File: config.mk
export PLATFORM = sky130hd
export DESIGN_NAME = ptm_pack_flat
export DESIGN_NICKNAME = d
export VERILOG_FILES = /design/src/hw/rtl/ptm_pkg.sv /design/src/hw/rtl/ptm_if.sv /design/src/hw/rtl/ptm_pack.sv /design/src/flat_wrapper.sv
export SDC_FILE = /design/constraint.sdc
export NUM_CORES = 1
export LEC_CHECK = 0
export BUFFER_PORTS_ARGS = -buffer_cell sky130_fd_sc_hd__buf_2
export CORE_AREA = 2 2 66 68
export CTS_BUF_LIST = sky130_fd_sc_hd__clkbuf_8
export DETAILED_ROUTE_END_ITERATION = 16
export DIE_AREA = 0 0 68 70
export GPL_TIMING_DRIVEN = 0
export PLACE_DENSITY_LB_ADDON = 0.1
export SYNTH_ARGS = -nofsm -noshare
export SYNTH_HDL_FRONTEND = slang
export SYNTH_SLANG_ARGS = --single-unit
File: constraint.sdc
create_clock -name clk -period 6.6 [get_ports clk]
set_clock_uncertainty 0.15 [all_clocks]
set_input_delay 0.99 -clock clk [delete_from_list [all_inputs] [get_ports clk]]
set_output_delay 0.99 -clock clk [all_outputs]
set_load 0.05 [all_outputs]
File: src/hw/rtl/ptm_pkg.sv
// Shared types, constants and gray-level functions of the monochrome threshold packer.
package ptm_pkg;

  // Palette geometry and field widths.
  localparam int PALETTE_DEPTH_DEF = 256;
  localparam int COLOR_W           = 24;
  localparam int IDX_W             = 8;
  localparam int CFG_ADDR_W        = 3;
  localparam int CFG_DATA_W        = 32;

  // Pixel formats held in the format register.
  typedef enum logic [1:0] {
    FMT_IDX4   = 2'd0,
    FMT_IDX8   = 2'd1,
    FMT_RGB565 = 2'd2,
    FMT_COLOR  = 2'd3
  } pixel_fmt_t;

  localparam pixel_fmt_t FMT_RESET = FMT_COLOR;

  // Item commands.
  localparam logic CMD_PAL_WRITE = 1'b0;
  localparam logic CMD_PIXEL     = 1'b1;

  // Register index, taken from the word address bit of paddr.
  localparam logic REG_PIXEL_FORMAT = 1'b0;

  // Gray level at or above which a pixel is white.
  localparam logic [7:0] WHITE_LEVEL = 8'd128;

  // Item held in the stage that waits for the palette read.
  typedef struct packed {
    logic                    cmd;
    pixel_fmt_t              fmt;
    logic [COLOR_W-1:0]      pixel_value;
    logic                    row_end;
    logic                    idx_oob;
  } s1_item_t;

  // Gray of a three-byte color: (c0 + 2*c1 + c2) / 4.
  function automatic logic [7:0] gray_of_color(input logic [COLOR_W-1:0] color);
    logic [9:0] sum;
    sum = 10'(color[7:0]) + {1'b0, color[15:8], 1'b0} + 10'(color[23:16]);
    return sum[9:2];
  endfunction

  // Gray of an RGB565 word: five-bit fields placed as in the masks 0xf8, 0x1f0 and 0xf8.
  function automatic logic [7:0] gray_of_rgb565(input logic [15:0] word);
    logic [9:0] sum;
    sum = 10'({word[15:11], 3'b000}) + 10'({word[6:2], 4'b0000})
        + 10'({word[4:0], 3'b000});
    return sum[9:2];
  endfunction

endpackage

File: src/hw/rtl/ptm_if.sv


interface ptm_out_if;
  logic       valid;
  logic       ready;
  logic [7:0] packed_byte;
  logic       row_last;

  modport source (output valid, packed_byte, row_last, input ready);
  modport sink (input valid, packed_byte, row_last, output ready);
endinterface

File: src/hw/rtl/ptm_pack.sv
// Gray conversion, threshold, bit packing and the output register.
module ptm_pack (
  input  logic                          clk,
  input  logic                          rst_n,
  input  logic                          s1_valid,
  input  ptm_pkg::s1_item_t             s1_item,
  input  logic [ptm_pkg::COLOR_W-1:0]   pal_color,
  output logic                          s1_advance,
  ptm_out_if.source                     out_ch
);
  import ptm_pkg::*;

  logic [7:0] bit_shifter_r, bit_shifter_nxt;
  logic [2:0] bit_count_r, bit_count_nxt;
  logic       out_valid_r, out_valid_nxt;
  logic [7:0] out_byte_r, out_byte_nxt;
  logic       out_last_r, out_last_nxt;

  logic [7:0] gray;
  logic       white_bit;
  logic [7:0] shift_full;
  logic [3:0] count_inc;
  logic [3:0] pad;
  logic       is_pixel;
  logic       emit;
  logic       out_free;

  // Gray level of the pixel by format.
  always_comb begin
    case (s1_item.fmt)
      FMT_RGB565: gray = gray_of_rgb565(s1_item.pixel_value[15:0]);
      FMT_COLOR:  gray = gray_of_color(s1_item.pixel_value);
      default:    gray = s1_item.idx_oob ? 8'd0 : gray_of_color(pal_color);
    endcase
  end

  assign white_bit  = (gray >= WHITE_LEVEL);
  assign shift_full = {bit_shifter_r[6:0], white_bit};
  assign count_inc  = {1'b0, bit_count_r} + 4'd1;
  assign pad        = 4'd8 - count_inc;
  assign is_pixel   = s1_valid && (s1_item.cmd == CMD_PIXEL);
  assign emit       = is_pixel && ((bit_count_r == 3'd7) || s1_item.row_end);
  assign out_free   = !out_valid_r || out_ch.ready;
  assign s1_advance = s1_valid && (!emit || out_free);

  // Packing state and output register.
  always_comb begin
    bit_shifter_nxt = bit_shifter_r;
    bit_count_nxt   = bit_count_r;
    out_valid_nxt   = out_valid_r && !out_ch.ready;
    out_byte_nxt    = out_byte_r;
    out_last_nxt    = out_last_r;
    if (s1_advance && is_pixel) begin
      if (emit) begin
        bit_shifter_nxt = '0;
        bit_count_nxt   = '0;
        out_valid_nxt   = 1'b1;
        out_byte_nxt    = shift_full << pad;
        out_last_nxt    = s1_item.row_end;
      end else begin
        bit_shifter_nxt = shift_full;
        bit_count_nxt   = count_inc[2:0];
      end
    end
  end

  always_ff @(posedge clk) begin
    if (!rst_n) begin
      bit_shifter_r <= '0;
      bit_count_r   <= '0;
      out_valid_r   <= 1'b0;
    end else begin
      bit_shifter_r <= bit_shifter_nxt;
      bit_count_r   <= bit_count_nxt;
      out_valid_r   <= out_valid_nxt;
    end
  end

  always_ff @(posedge clk) begin
    out_byte_r <= out_byte_nxt;
    out_last_r <= out_last_nxt;
  end

  assign out_ch.valid       = out_valid_r;
  assign out_ch.packed_byte = out_byte_r;
  assign out_ch.row_last    = out_last_r;

endmodule

File: src/flat_wrapper.sv
// flat-port wrapper written by rule: the top's interface ports become plain ports
module ptm_pack_flat import ptm_pkg::*;
  (clk, rst_n, s1_valid, s1_item, pal_color, s1_advance, out_ch_valid, out_ch_packed_byte, out_ch_row_last, out_ch_ready);
  ptm_out_if out_ch_i ();
  input  logic clk;
  input  logic rst_n;
  input  logic s1_valid;
  input  ptm_pkg::s1_item_t s1_item;
  input  logic [ptm_pkg::COLOR_W-1:0] pal_color;
  output logic s1_advance;
  output wire logic [$bits(out_ch_i.valid)-1:0] out_ch_valid;
  output wire logic [$bits(out_ch_i.packed_byte)-1:0] out_ch_packed_byte;
  output wire logic [$bits(out_ch_i.row_last)-1:0] out_ch_row_last;
  input wire logic [$bits(out_ch_i.ready)-1:0] out_ch_ready;
  assign out_ch_valid = out_ch_i.valid;
  assign out_ch_packed_byte = out_ch_i.packed_byte;
  assign out_ch_row_last = out_ch_i.row_last;
  assign out_ch_i.ready = out_ch_ready;
  ptm_pack u_core (.clk(clk), .rst_n(rst_n), .s1_valid(s1_valid), .s1_item(s1_item), .pal_color(pal_color), .s1_advance(s1_advance), .out_ch(out_ch_i));
endmodule
* After elaboration in Yosys (flattened, before gate mapping)
Index checks and enable logic that the tools add are counted.
** Word-level totals
- Bits in registers :: 20
- Output and inout port bits :: 11
- Bits of input ports :: 57
** Operators by class
- Eq/ne operators :: 3
- $lt $le $gt $ge :: 1
- Add/sub/neg operators :: 8
- Reductions and logical operators :: 12
- Shift operators :: 1
- Muxes and demuxes :: 6
** Operators by type and width (number)
- $add 10x8->10 :: 3
- $add 8x9->10 :: 3
- $pmux 8 s2 :: 1
- $ge 8x8->1 const B :: 1
- $mux 8 :: 1
- $shl 8x4->8 :: 1
- $mux 7 :: 1
- $logic_and 1x1->1 :: 5
- $add 3x1->4 const B :: 1
- $eq 2x2->1 const B :: 2
- $sub 4x4->4 const A :: 1
- $eq 3x3->1 const B :: 1
- $logic_not 1->1 :: 3
- $logic_or 1x1->1 :: 3
- $mux 3 :: 1
- $mux 1 :: 2
- $reduce_and 2->1 :: 1

* Longest topological paths before layout
Gate-level depths: netlist of run 1.
- Depth in word-level cells :: 8
- Mapped depth :: 9
- Mapped depth without buffers :: 9

* Least setup slack after synthesis of run 1
OpenSTA, ideal clock, no wires.
- Path kind :: input -> output
- Start :: input s1_item[1] (netlist name)
- End :: output s1_advance
- Path slack :: 3.104 ns
- Stages :: 3
- Arrival :: 2.356 ns
- Cells stage by stage :: nor2_1 -> nor2_1 -> a21boi_0
** On the way
- Longest elaborated chain between the ends :: 5
** Ends and longest elaborated chain
- from (decl) :: line flat_wrapper.sv:8 : input ptm_pkg::s1_item_t s1_item;
- $logic_or 1x1->1 :: line ptm_pack.sv:42 : assign emit = is_pixel && ((bit_count_r == 3'd7) || s1_item.row_end);
- $logic_and 1x1->1 :: line ptm_pack.sv:42
- $logic_not 1->1 :: line ptm_pack.sv:44 : assign s1_advance = s1_valid && (!emit || out_free);
- $logic_or 1x1->1 :: line ptm_pack.sv:44
- $logic_and 1x1->1 :: line ptm_pack.sv:44
- to (decl) :: line flat_wrapper.sv:10 : output logic s1_advance;
No other way between the ends.

* Final worst setup path of run 1
- Start :: input s1_item[3] (netlist name)
- End :: register u_core.out_byte_r[4], in the netlist u_core.out_ch.packed_byte[4], data pin
** On the way
- Longest elaborated chain between the ends :: 5
- Elaborated cells between the ends (all ways) :: 6
- Those cells by class :: add/sub: 3; order compare: 1; shift: 1; mux: 1
** Ends and longest elaborated chain
- $add 8x9->10 :: line ptm_pkg.sv:43 : sum = 10'(color[7:0]) + {1'b0, color[15:8], 1'b0} + 10'(color[23:16]);
- $add 10x8->10 :: line ptm_pkg.sv:43
- $pmux 8 s2 (*) :: line ptm_pack.sv:30 : case (s1_item.fmt)
- $ge 8x8->1 (*) :: line ptm_pack.sv:37 : assign white_bit = (gray >= WHITE_LEVEL);
- $shl 8x4->8 (*) :: line ptm_pack.sv:58 : out_byte_nxt = shift_full << pad;
- to (signal assigned) :: line ptm_pack.sv:80 : out_byte_r <= out_byte_nxt;
- to (decl) :: line ptm_pack.sv:16 : logic [7:0] out_byte_r, out_byte_nxt;
Every way passes the cells marked *; elsewhere a longest branch is shown, timed or not.
A chain may end at the register's enable or synchronous reset.

==> metrics, run 1 <==
crit-path max cell delay=0.54 ns; count of antenna-violating nets left after detailed routing=0; syn_nets=285; commonest non-fill, non-tap cell in the layout=buf_2; Finish-stage setup viols=0; Clk Tree Root Cell=clkbuf_8; GP Congestion=0.7732; Core Region=0.004144 mm²; buffers from clock root to sink, at most=2; grt total ovfl=0; Synth Warn #=0; pwr dens=150.5 mW/mm²; placed instance count=307; Gate Count Post-Synth=188; async set-or-reset flop fraction in the synthesized netlist=0%; setup repair bufs after CTS=0; slowest stage cell, crit path=fa_1; antenna violations before repair=0; DR vias/cell=5.164; Post-layout nets=357; Net Sw Frac=28.36%; Static Leak=1.103 nW; Hold Crit Start=u_core.bit_shifter_r[6]; r2r startpoint=u_core.bit_count_r[1]; relative slew slack=24.91%; DRT Wirelength=3643 µm; total power draw=0.3671 mW; CP max FO=6; CTS Buf Count=3; Worst IR Drop VDD=0.09319 mV; Post-synth EDFFs=9; #FFs+latches synth=20; synthesized area=0.001968 mm²; Critical Path Start Type=input pin; crit path DAT=3.24 ns; critical path class=input pin to register; fin crit period=3.380 ns; Antenna Cells=0; status=completed; Fmax achieved=0.2959 GHz; Final Non-Filler Cells=311; dpl hpwl=3168 µm; Iteration-0 DRC Markers=19; IO Pins=68; CP dominant cell by count=fa_1; row count=24; Clock Sinks=20; Flop pwr share=36.1%; register clock-pin slew on the reported worst setup and hold paths=0.07 ns; post-route clock period utilization=51.21%; max_cap viols=0; Gate power share=30.8%; Slew Limit Fails=0; largest net degree at the start of global routing=13; commonest non-fill, non-tap cells in the layout=buf_2 (70), fa_1 (20), ha_1 (20), inv_1 (14), nand2_1 (13); vias in the first global route=1,503; CTS tree=done; Die ar.=0.004760 mm²; H-tree depth=1; sum of buffers and inverters on the critical path=2; Pre-Repair DR Iteration Count=4; sequential share of the synthesized area=24.92%; Internal=0.2630 mW; switching pwr=0.1041 mW; layout cells sized above 1=32.05%; required time of the critical path=6.46 ns; Die W=68 µm; Yosys cell types=51; CP startpoint=s1_item[3]; All-Layer GR Usage=16.44%; cell family with most CP delay=adder cells; Vert. Die Dim=70 µm; Post-synth top flop=dfxtp_1; Vias=1,606; Least-Margin Pin Slew=1.124 ns; cts repair resizes=0; RSZ-0062 raised after global routing=false; clock share of power=33.1%; IO buf count=67; Initial Utilization=47.49%; final hold vios=0; clock latency on the worst-skew pair=0.26 ns; CP cell instances=buf_2 -> inv_1 -> fa_1 -> nor2_1 -> fa_1 -> nand3_1 -> a21oi_1 -> nor3_1 -> nor4_1 -> a32o_1; first-pass GRT wire length=6210 µm; syn_area_per_cell=10.47 µm²; DRC=0; hold buffers post-CTS=0; setup TNS=0 ns; Worst Hold Class=register to register; Area growth, synth to finish=23.97%; Avg WL per Cell=11.71 µm; endpoint class of the critical path=register
==> power by group through the flow <==
stage | Combinational, mW | Clock, mW | Sequential, mW
after floorplan | 0.0685 | 0 | 0.142
after global placement | 0.113 | 0 | 0.135
after detailed placement | 0.115 | 0 | 0.135
after CTS | 0.116 | 0.123 | 0.133
after global routing | 0.132 | 0.129 | 0.133
final | 0.113 | 0.121 | 0.133
==> registers in the layout (all words and copies together), names as in the netlist <==
signal and flops:
u_core.bit_count_r 3, u_core.bit_shifter_r 7, u_core.out_ch.packed_byte 8, u_core.out_ch.row_last 1, u_core.out_ch.valid 1
==> synth_stat cells, types with 2 or more instances <==
cell / n / area (µm²)
fa_1: 20 / 400.4
nor2b_1: 11 / 68.82
clkbuf_1: 2 / 7.510
ha_1: 20 / 250.2
xnor2_1: 3 / 26.28
nand3b_1: 2 / 15.01
and3_1: 2 / 12.51
o21ai_0: 6 / 30.03
nand2b_1: 3 / 18.77
dfxtp_1: 11 / 220.2
a21oi_1: 10 / 50.05
nor2_1: 8 / 30.03
nor3_1: 2 / 10.01
buf_2: 3 / 15.01
mux4_2: 3 / 67.56
xor2_1: 2 / 17.52
edfxtp_1: 9 / 270.3
nand3_1: 4 / 20.02
nor4_1: 2 / 12.51
a22oi_1: 8 / 60.06
nand2_1: 13 / 48.80
inv_1: 14 / 52.55
and2_1: 2 / 12.51
==> layout make-up <==
cell class,instances,area [µm²]
clock buffer,3,41.29
tap,52,65.06
timing repair buffer,67,335.3
fill,384,1704
clock inverter,1,30.03
inverter,14,52.55
buffer,6,26.28
multi-input combinational,148,1399
sequential,20,490.5
==> cells by family (layout without fill, tap and decap cells) <==
logic type,Yosys count,in the layout,synth area share (%)
AO/OA/AOI/OAI,42,42,15.32
XOR/XNOR,5,5,2.225
adder cells (fa/ha/maj),40,40,33.06
buffers and inverters,20,91,4.005
flip-flops,20,20,24.92
multiplexers,4,4,3.941
AND/OR/NAND/NOR,57,57,16.53
==> routing by layer <==
layer  vias to the layer above  global-route usage [%]  wire length [µm]
met5                         -                       0                 0
met4                         0                   2.667                25
met3                         5                   3.543               198
met2                        39                   27.83              1719
met1                       745                   21.58              1699
li1                        817                       -                 -
==> stage by stage <==
stage               area [µm²]  setup WS (ns)  util [%]  hold slack [ns]
CTS                       2440          3.207     58.88           0.4083
finish                    2440          3.220     58.88           0.4011
detailed placement        2369          2.935     57.16           0.3713
floorplan                 1968          3.104         -           0.3379
global route              2440          3.055     58.88           0.4263
global placement          2369          2.945     57.16           0.3578
==> tightest hold or removal path: stages (launching register included) <==
cell and delay, ns:
dfxtp_1 0.34, a22oi_1 0.07, nor2b_1 0.11
==> worst paths after layout <==
kind / end / slack [ns] / cells past startpoint
worst max-delay path: u_core.out_ch.packed_byte[4] / 3.22 / 10
worst min-delay path: u_core.bit_shifter_r[6] / 0.40 / 2
worst max register to register: u_core.out_ch.packed_byte[5] / 4.27 / 4
worst min register to register: u_core.bit_shifter_r[6] / 0.40 / 2
(Power assumes the default switching activity.)
==> run 2: changes to the inputs <==
--- a/config.mk
+++ b/config.mk
@@ -5,11 +5,12 @@
 export SDC_FILE = /design/constraint.sdc
 export NUM_CORES = 1
 export LEC_CHECK = 0
+export ABC_AREA = 1
 export BUFFER_PORTS_ARGS = -buffer_cell sky130_fd_sc_hd__buf_2
-export CORE_AREA = 2 2 66 68
+export CORE_AREA = 2 2 67 69
 export CTS_BUF_LIST = sky130_fd_sc_hd__clkbuf_8
 export DETAILED_ROUTE_END_ITERATION = 16
-export DIE_AREA = 0 0 68 70
+export DIE_AREA = 0 0 69 71
 export GPL_TIMING_DRIVEN = 0
 export PLACE_DENSITY_LB_ADDON = 0.1
 export SYNTH_ARGS = -nofsm -noshare
==> constraint.sdc (replaced) <==
create_clock -name clk -period 2.7 [get_ports clk]
set_clock_uncertainty 0.15 [all_clocks]
set_input_delay 0.405 -clock clk [delete_from_list [all_inputs] [get_ports clk]]
set_output_delay 0.405 -clock clk [all_outputs]
set_load 0.05 [all_outputs]
==> metrics, run 2 <==
grt total ovfl=0 (unchanged); Clock Sinks=20 (unchanged); clock latency on the worst-skew pair=0.25 ns (about the same); pwr dens=341.0 mW/mm² (+130%); critical path class=input pin to register; largest area contributor in the netlist=fa_1; RSZ-0062 raised after global routing=false; Least-Margin Pin Slew=0.6498 ns (-0.4742 ns); Synth top area share=21.22% (+0.88 points); Initial Utilization=44.88% (-2.6 points); All-Layer GR Usage=15.45% (-0.99 points); commonest non-fill, non-tap cells in the layout=buf_2 (68), nand2_1 (67), inv_1 (32), fa_1 (20), ha_1 (20); largest net degree at the start of global routing=12 (-1); setup TNS=0 ns (unchanged); IO Pins=68 (unchanged); Fmax achieved=0.4123 GHz; max_cap viols=0 (unchanged); hold buffers post-CTS=0 (unchanged); dpl hpwl=3117 µm (-1.6%); highest metal used=met4; required time of the critical path=2.66 ns (-3.80 ns); IO buf count=67 (unchanged); synthesized area=0.001887 mm² (-4.1%); Slew Limit Fails=0 (unchanged); Post-layout nets=396 (+11%); Critical Path Start Type=input pin; H-tree depth=1 (unchanged); top cells by area, synth=fa_1 (21%), edfxtp_1 (14%), nand2_1 (13%); Synth Warn #=0 (unchanged); Fillers=426 (+11%); CTS tree=done; Core Region=0.004204 mm² (+1.4%); buffers from clock root to sink, at most=2 (unchanged); Finish-stage setup viols=0 (unchanged); Gate Count Post-Synth=227 (+21%); vias in the first global route=1,540 (+2.5%); syn_area_per_cell=8.312 µm² (-21%); Vert. Die Dim=71 µm (+1.4%); crit path DAT=2.38 ns (-0.86 ns); Vias=1,621 (+0.93%); endpoint class of the critical path=register; Static Leak=1.164 nW (+5.5%); status=completed; total power draw=0.7952 mW (+120%); DR vias/cell=4.631 (-10%); commonest non-fill, non-tap cell in the layout=buf_2; count leader, synth=nand2_1; Avg WL per Cell=9.860 µm (-16%); post-route clock period utilization=89.84%; first-pass GRT wire length=6279 µm (+1.1%); register clock-pin slew on the reported worst setup and hold paths=0.07 ns (about the same); Largest register FFs=8 (unchanged); Worst Hold Class=input pin to register; Post-synth EDFFs=9 (unchanged); count of antenna-violating nets left after detailed routing=0 (unchanged); Synth top cells by count=nand2_1 (67), inv_1 (32), fa_1 (20), ha_1 (20), a21oi_1 (17); antenna violations before repair=0 (unchanged); Area growth, synth to finish=23.61%; GP Congestion=0.8328 (+7.7%); DRC=0 (unchanged); placed cell areas=0.002287 mm² (-3.4%); final instance area=0.002332 mm² (-4.4%); Die ar.=0.004899 mm² (+2.9%); #FFs+latches synth=20 (unchanged); Die W=69 µm (+1.5%); syn_nets=324 (+14%); async set-or-reset flop fraction in the synthesized netlist=0% (unchanged); DRT Wirelength=3451 µm (-5.3%); cts repair resizes=0 (unchanged); Clk Tree Root Cell=clkbuf_8; length of routed met3 wiring=215 µm (+8.6%); Antenna Cells=0 (unchanged); setup repair bufs after CTS=0 (unchanged); M1 wire length=1588 µm (-6.5%); relative slew slack=56.52% (+32 points); row count=24 (unchanged); Iteration-0 DRC Markers=41 (+22); CTS Buf Count=3 (unchanged); Final Non-Filler Cells=350 (+13%); Pre-Repair DR Iteration Count=4 (unchanged); fin crit period=2.426 ns; final hold slack=0.2211 ns (-0.1800 ns); Worst IR Drop VDD=0.2697 mV (+190%); Yosys cell types=30 (-41%); final hold vios=0 (unchanged); WL met2=1637 µm (-4.8%); Post-synth top flop=dfxtp_1; sequential share of the synthesized area=25.99% (+1.1 points); CP max FO=3 (-3); placed instance count=346 (+13%); layout cells sized above 1=26.85% (-5.2 points)
-- run 2: changes by cell type after synthesis, moves of 3 or more --
cell      before  now
nand3_1        4   10
nand2b_1       3    0
nand2_1       13   67
inv_2          0    3
inv_1         14   32
a21oi_1       10   17
a22oi_1        8    0
nor2_1         8   11
nor2b_1       11    0
mux4_2         3    0
-- run 2: logic make-up after synthesis --
family | Yosys count | synth area share [%]
and+or+nand+nor | 96 | 21.42
adders and majority gates | 40 | 34.48
buffers and inverters | 37 | 7.427
AOI/OAI and AO/OA | 31 | 9.218
DFF | 20 | 25.99
xor gates and xnor gates | 2 | 0.9286
muxes | 1 | 0.5305
-- run 2: final timing paths --
kind         cells after the start                           end                     from  slack, ns
min reg2reg                      2       u_core.bit_shifter_r[6]  u_core.bit_shifter_r[6]       0.32
max                             15  u_core.out_ch.packed_byte[5]             pal_color[1]       0.27
min                              1        u_core.out_ch.row_last               s1_item[1]       0.22
max reg2reg                      8  u_core.out_ch.packed_byte[4]    u_core.bit_count_r[0]       0.61
-- run 2: layout make-up --
type                            instances  area (µm²)  area share (%)
Multi-Input combinational cell        170        1256           53.86
Sequential cell                        20       490.5           21.03
Timing Repair Buffer                   67       335.3           14.38
Inverter                               36       135.1           5.794
Tap cell                               52       65.06           2.790
Clock buffer                            3       41.29           1.770
Buffer                                  1       5.005          0.2146
Clock inverter                          1       3.754          0.1609
-- run 2: per-layer routing --
metal / GRT usage, % / vias up
li1: - / 869
met1: 19.29 / 708
met2: 27.88 / 42
met3: 3.846 / 2
met4: 1.961 / 0
met5: 0 / -
-- run 2: metrics by stage --
step	setup slack (ns)	utilization [%]
after global routing	0.06260	55.48
after detailed placement	-0.02617	54.40
after global placement	-0.01876	54.40
final	0.2745	55.48
after floorplan	0.2687	-
after CTS	0.2345	55.48
-- run 2: worst max-delay path, cell delays in order --
cell,delay [ns]
buf_2,0.07
inv_1,0.04
fa_1,0.47
nand3b_1,0.19
fa_1,0.37
nand3b_1,0.16
nand2_1,0.07
nand2_1,0.04
nand2_1,0.06
nand2_1,0.05
nand2_1,0.10
nand3_1,0.10
nand2_1,0.07
nand2_1,0.07
a21oi_1,0.13
-- run 2: report_power, final --
part / internal, mW / leakage (nW) / switching [mW]
sequential: 0.322 / 0.177 / 0.00268
clock: 0.101 / 0.0231 / 0.0890
combinational: 0.120 / 0.964 / 0.160
total: 0.544 / 1.16 / 0.252
